### src/rtl/ptpo_pkg.sv
// Shared types and constants for the price-time priority order list.
package ptpo_pkg;

    // Default number of order slots in the table.
    localparam int CAPACITY_DEF = 64;

    // Field widths of the stream payloads.
    localparam int MODE_W   = 2;
    localparam int WORD_W   = 32;
    localparam int STATUS_W = 2;
    localparam int COUNT_W  = 7;

    // Packed payload widths, rounded up to whole bytes.
    localparam int IN_BITS  = MODE_W + 3 * WORD_W;
    localparam int IN_W     = ((IN_BITS + 7) / 8) * 8;
    localparam int OUT_BITS = STATUS_W + 1 + 3 * WORD_W + COUNT_W;
    localparam int OUT_W    = ((OUT_BITS + 7) / 8) * 8;

    // Operation codes carried in the mode field.
    typedef enum logic [MODE_W-1:0] {
        MODE_INSERT = 2'd0,
        MODE_REMOVE = 2'd1,
        MODE_POP    = 2'd2,
        MODE_CLEAR  = 2'd3
    } mode_t;

    // Result status codes.
    localparam logic [STATUS_W-1:0] ST_DONE = 2'd0;
    localparam logic [STATUS_W-1:0] ST_MISS = 2'd1;
    localparam logic [STATUS_W-1:0] ST_FULL = 2'd2;

    // Commands from the controller to the datapath.
    typedef struct packed {
        logic capture;
        logic update;
        logic load;
    } ptpo_cmd_t;

endpackage

### src/rtl/ptpo_ctrl.sv
// Controller of the order list: sequences capture, update and result transfer.
module ptpo_ctrl (
    input  logic                 clk,
    input  logic                 rst_n,
    input  logic                 s_tvalid,
    output logic                 s_tready,
    output logic                 m_tvalid,
    input  logic                 m_tready,
    output ptpo_pkg::ptpo_cmd_t  cmd
);
    import ptpo_pkg::*;

    typedef enum logic [1:0] {
        S_IDLE,
        S_UPDATE,
        S_RESULT
    } state_t;

    state_t state_reg;
    logic   s_tready_reg;
    logic   m_tvalid_reg;
    logic   out_free;

    // The output register is free once its result has been taken.
    assign out_free = !m_tvalid_reg || m_tready;

    always_comb
    begin
        cmd.capture = s_tvalid && s_tready_reg;
        cmd.update  = state_reg == S_UPDATE;
        cmd.load    = (state_reg == S_RESULT) && out_free;
    end

    // State and handshake registers.
    always_ff @(posedge clk or negedge rst_n)
    begin
        if (!rst_n)
        begin
            state_reg    <= S_IDLE;
            s_tready_reg <= 1'b1;
            m_tvalid_reg <= 1'b0;
        end
        else
        begin
            // A new result takes the output register even as the old one leaves.
            if (cmd.load)
            begin
                m_tvalid_reg <= 1'b1;
            end
            else if (m_tvalid_reg && m_tready)
            begin
                m_tvalid_reg <= 1'b0;
            end
            unique case (state_reg)
                S_IDLE:
                begin
                    if (s_tvalid && s_tready_reg)
                    begin
                        s_tready_reg <= 1'b0;
                        state_reg    <= S_UPDATE;
                    end
                end
                S_UPDATE:
                begin
                    state_reg <= S_RESULT;
                end
                S_RESULT:
                begin
                    if (out_free)
                    begin
                        s_tready_reg <= 1'b1;
                        state_reg    <= S_IDLE;
                    end
                end
                default:
                begin
                    state_reg <= S_IDLE;
                end
            endcase
        end
    end

    assign s_tready = s_tready_reg;
    assign m_tvalid = m_tvalid_reg;

endmodule
### config.mk
export PLATFORM = sky130hd
export DESIGN_NAME = ptpo_ctrl
export DESIGN_NICKNAME = d
export VERILOG_FILES = /design/src/rtl/ptpo_pkg.sv /design/src/rtl/ptpo_ctrl.sv
export SDC_FILE = /design/constraint.sdc
export NUM_CORES = 1
export LEC_CHECK = 0
export ABC_AREA = 1
export BUFFER_PORTS_ARGS = -buffer_cell sky130_fd_sc_hd__buf_2
export CAP_MARGIN = 20
export CORE_AREA = 2 2 39 41
export CTS_CLUSTER_DIAMETER = 30
export CTS_CLUSTER_SIZE = 30
export DETAILED_ROUTE_END_ITERATION = 8
export DIE_AREA = 0 0 41 43
export GPL_TIMING_DRIVEN = 1
export PLACE_DENSITY_LB_ADDON = 0.12
export SLEW_MARGIN = 5
export SYNTH_ARGS = -nofsm -noshare
export SYNTH_HDL_FRONTEND = slang
export SYNTH_SLANG_ARGS = --single-unit
### constraint.sdc
create_clock -name clk -period 0.88 [get_ports clk]
set_clock_uncertainty 0.15 [all_clocks]
set_input_delay 0.132 -clock clk [delete_from_list [all_inputs] [get_ports clk]]
set_output_delay 0.132 -clock clk [all_outputs]
set_load 0.01 [all_outputs]
==> results.cfg <==
[worst_setup_path]
timing.rr.start = s_tready
start_kind = flop
crit_required_ns = 0.60
critPathCaptureType = primary output
cp-startpoint = s_tready
arrival_ns = 0.97
criticalPathCategory = flop to primary output
path_max_fanout = 3

[logic_synthesis]
avgSynthCellArea_um2 = 8.45
ys_seq_area_share_pct = 60.0
synth_seq_cells = 4
syn_inst = 20
yosys.area.top_type = dfrtp_1
yosysWarningCount = 0
syn_area_um2 = 169
synth_fp_nets = 24
synth_area_leaders = dfrtp_1 44%, dfstp_2 16%, nand2_1 16%
netlist.area_leader.share_pct = 44.4
synth.distinct_cells = 8

[global_routing]
track_usage_pct = 6.24
grt_pass1_vias = 195
grt_first_pass_wirelength_um = 703
antenna_found_initial = 0
grt_overflow = 0
grt_max_degree = 5

[finish]
final_layout_size_suffix_gt1_share_pct = 77.5
diodes = 0
final-instance-count-excl-fill = 56
final_common_cell = buf_6
fillers = 165
largest_reg_flops = 2
area_growth_pct = 117
final_cell_mix = 6 x buf_6, 5 x nand2_2, 5 x buf_2
nets = 45
fin_area_um2 = 367

[die]
rows = 14
die_w_um = 41
pin_count = 9
start_util_pct = 12.2
die_height_um = 43
core_um2 = 1380
dieArea_um2 = 1760

[timing]
setup_viol = 9
fin_setup_tns_ns = -2.14
max_slew_margin_pct = 92.6
rsz0062_at_grt = yes
slew_violations = 0
setup_slack_ns = -0.373
post-route-min-period_ns = 1.25
whs_ns = 0.0994
post-route-period-util_pct = 142
fmaxAchievable_mhz = 798
tightest_slew_ns = 0.111
hold_viol_final = 0

[clock_tree]
clk_path_buf_depth = 2
clkLatencyLatePin_ns = 0.23
tritoncts = built
cts_htree_levels = 1
clock_sinks = 4
clkSlewWorstSetupHoldPaths_ns = 0.04
cts_buffers = 3
cts_root_buf = clkbuf_4

[min_path]
hp-class = input pin to asynchronous set/reset pin

[pwr]
power.density_nw_per_um2 = 1220
p_leak_nw = 0.203
ir_worst_vdd_uv = 671

[detailed_routing]
drtIter0Drc = 0
wirelength_um = 485
drc_errors = 0
wl_per_cell_um = 8.66
first_pass_iters = 1
vias = 198
final_antenna_net_count = 0
avgViaCountPerCell = 3.54

[status]
status = finished, violations left
violations = negative setup slack

[place]
post-place-ws_ns = -0.173
routabilityCongestion = 0.669
io_buffers = 8
placed_area_um2 = 254
dp_cells = 46

[flow_run]
cap_violations = 0
[timing repair]
action                                  CTS  global route
hold endpoints to repair                  4             0
endpoints found under the setup margin    9             9
resized for setup                         9             3
hold buffers                              1             0
pin swaps                                 6             3
setup buffers                             6             3
[worst max-delay path, cell delays in order, from the launching register on]
cell and delay, ns:
dfstp_2 0.54, nand2_2 0.05, inv_2 0.05, buf_6 0.09
[cell type report]
| type | instances | area, µm² | area share [%] |
|---|---|---|---|
| Timing Repair Buffer | 16 | 133 | 36.2 |
| Sequential cell | 4 | 103 | 28.0 |
| Multi-Input combinational cell | 11 | 66.3 | 18.1 |
| Clock buffer | 4 | 26.3 | 7.17 |
| Tap cell | 16 | 20.0 | 5.46 |
| Inverter | 5 | 18.8 | 5.12 |
[report_power, final]
group | total (mW) | switching (mW) | internal [mW] | leakage, nW
clock network | 0.249 | 0.0787 | 0.170 | 0.0150
registers | 0.185 | 0.000000000000000175 | 0.185 | 0.0506
logic | 0.0148 | 0.00684 | 0.00794 | 0.137
total | 0.449 | 0.0855 | 0.363 | 0.203
[final timing paths]
| check | endpoint | slack [ns] | cells after the start |
|---|---|---|---|
| worst max-delay path | cmd[2] | -0.37 | 3 |
| worst max register to register | s_tready | -0.24 | 6 |
| worst min-delay path | state_reg[0] | 0.1 | 2 |
| min in group clk | m_tvalid | 0.11 | 5 |
| worst min register to register | s_tready | 0.32 | 2 |
| max in group asynchronous | s_tready | 0.27 | 2 |
[synth_stat cells]
cell and n:
dfrtp_1 3, dfstp_2 1, inv_1 5, nand2_1 7
nand3_1 1, nor2_1 1, nor2_2 1, o21bai_1 1
[per-layer routing]
layer	GRT usage, %	up-vias	wire length (µm)
met5	0	-	0
met4	4.00	0	0
met3	3.14	0	31
met2	9.38	6	258
met1	6.49	91	195
li1	-	101	-
[through the flow]
stage                     power, mW  util [%]
after floorplan               0.189         -
after global routing          0.471      26.5
after detailed placement      0.199      18.4
final                         0.449      26.5
after global placement        0.198      18.4
after CTS                     0.461      25.1
[kinds of logic after synthesis]
family          Yosys count  synth area share, %
simple gates             10                 24.4
buf+inv                   5                 11.1
flops                     4                 60.0
compound gates            1                 4.45
Note: power is estimated with default switching activity, not from simulation.
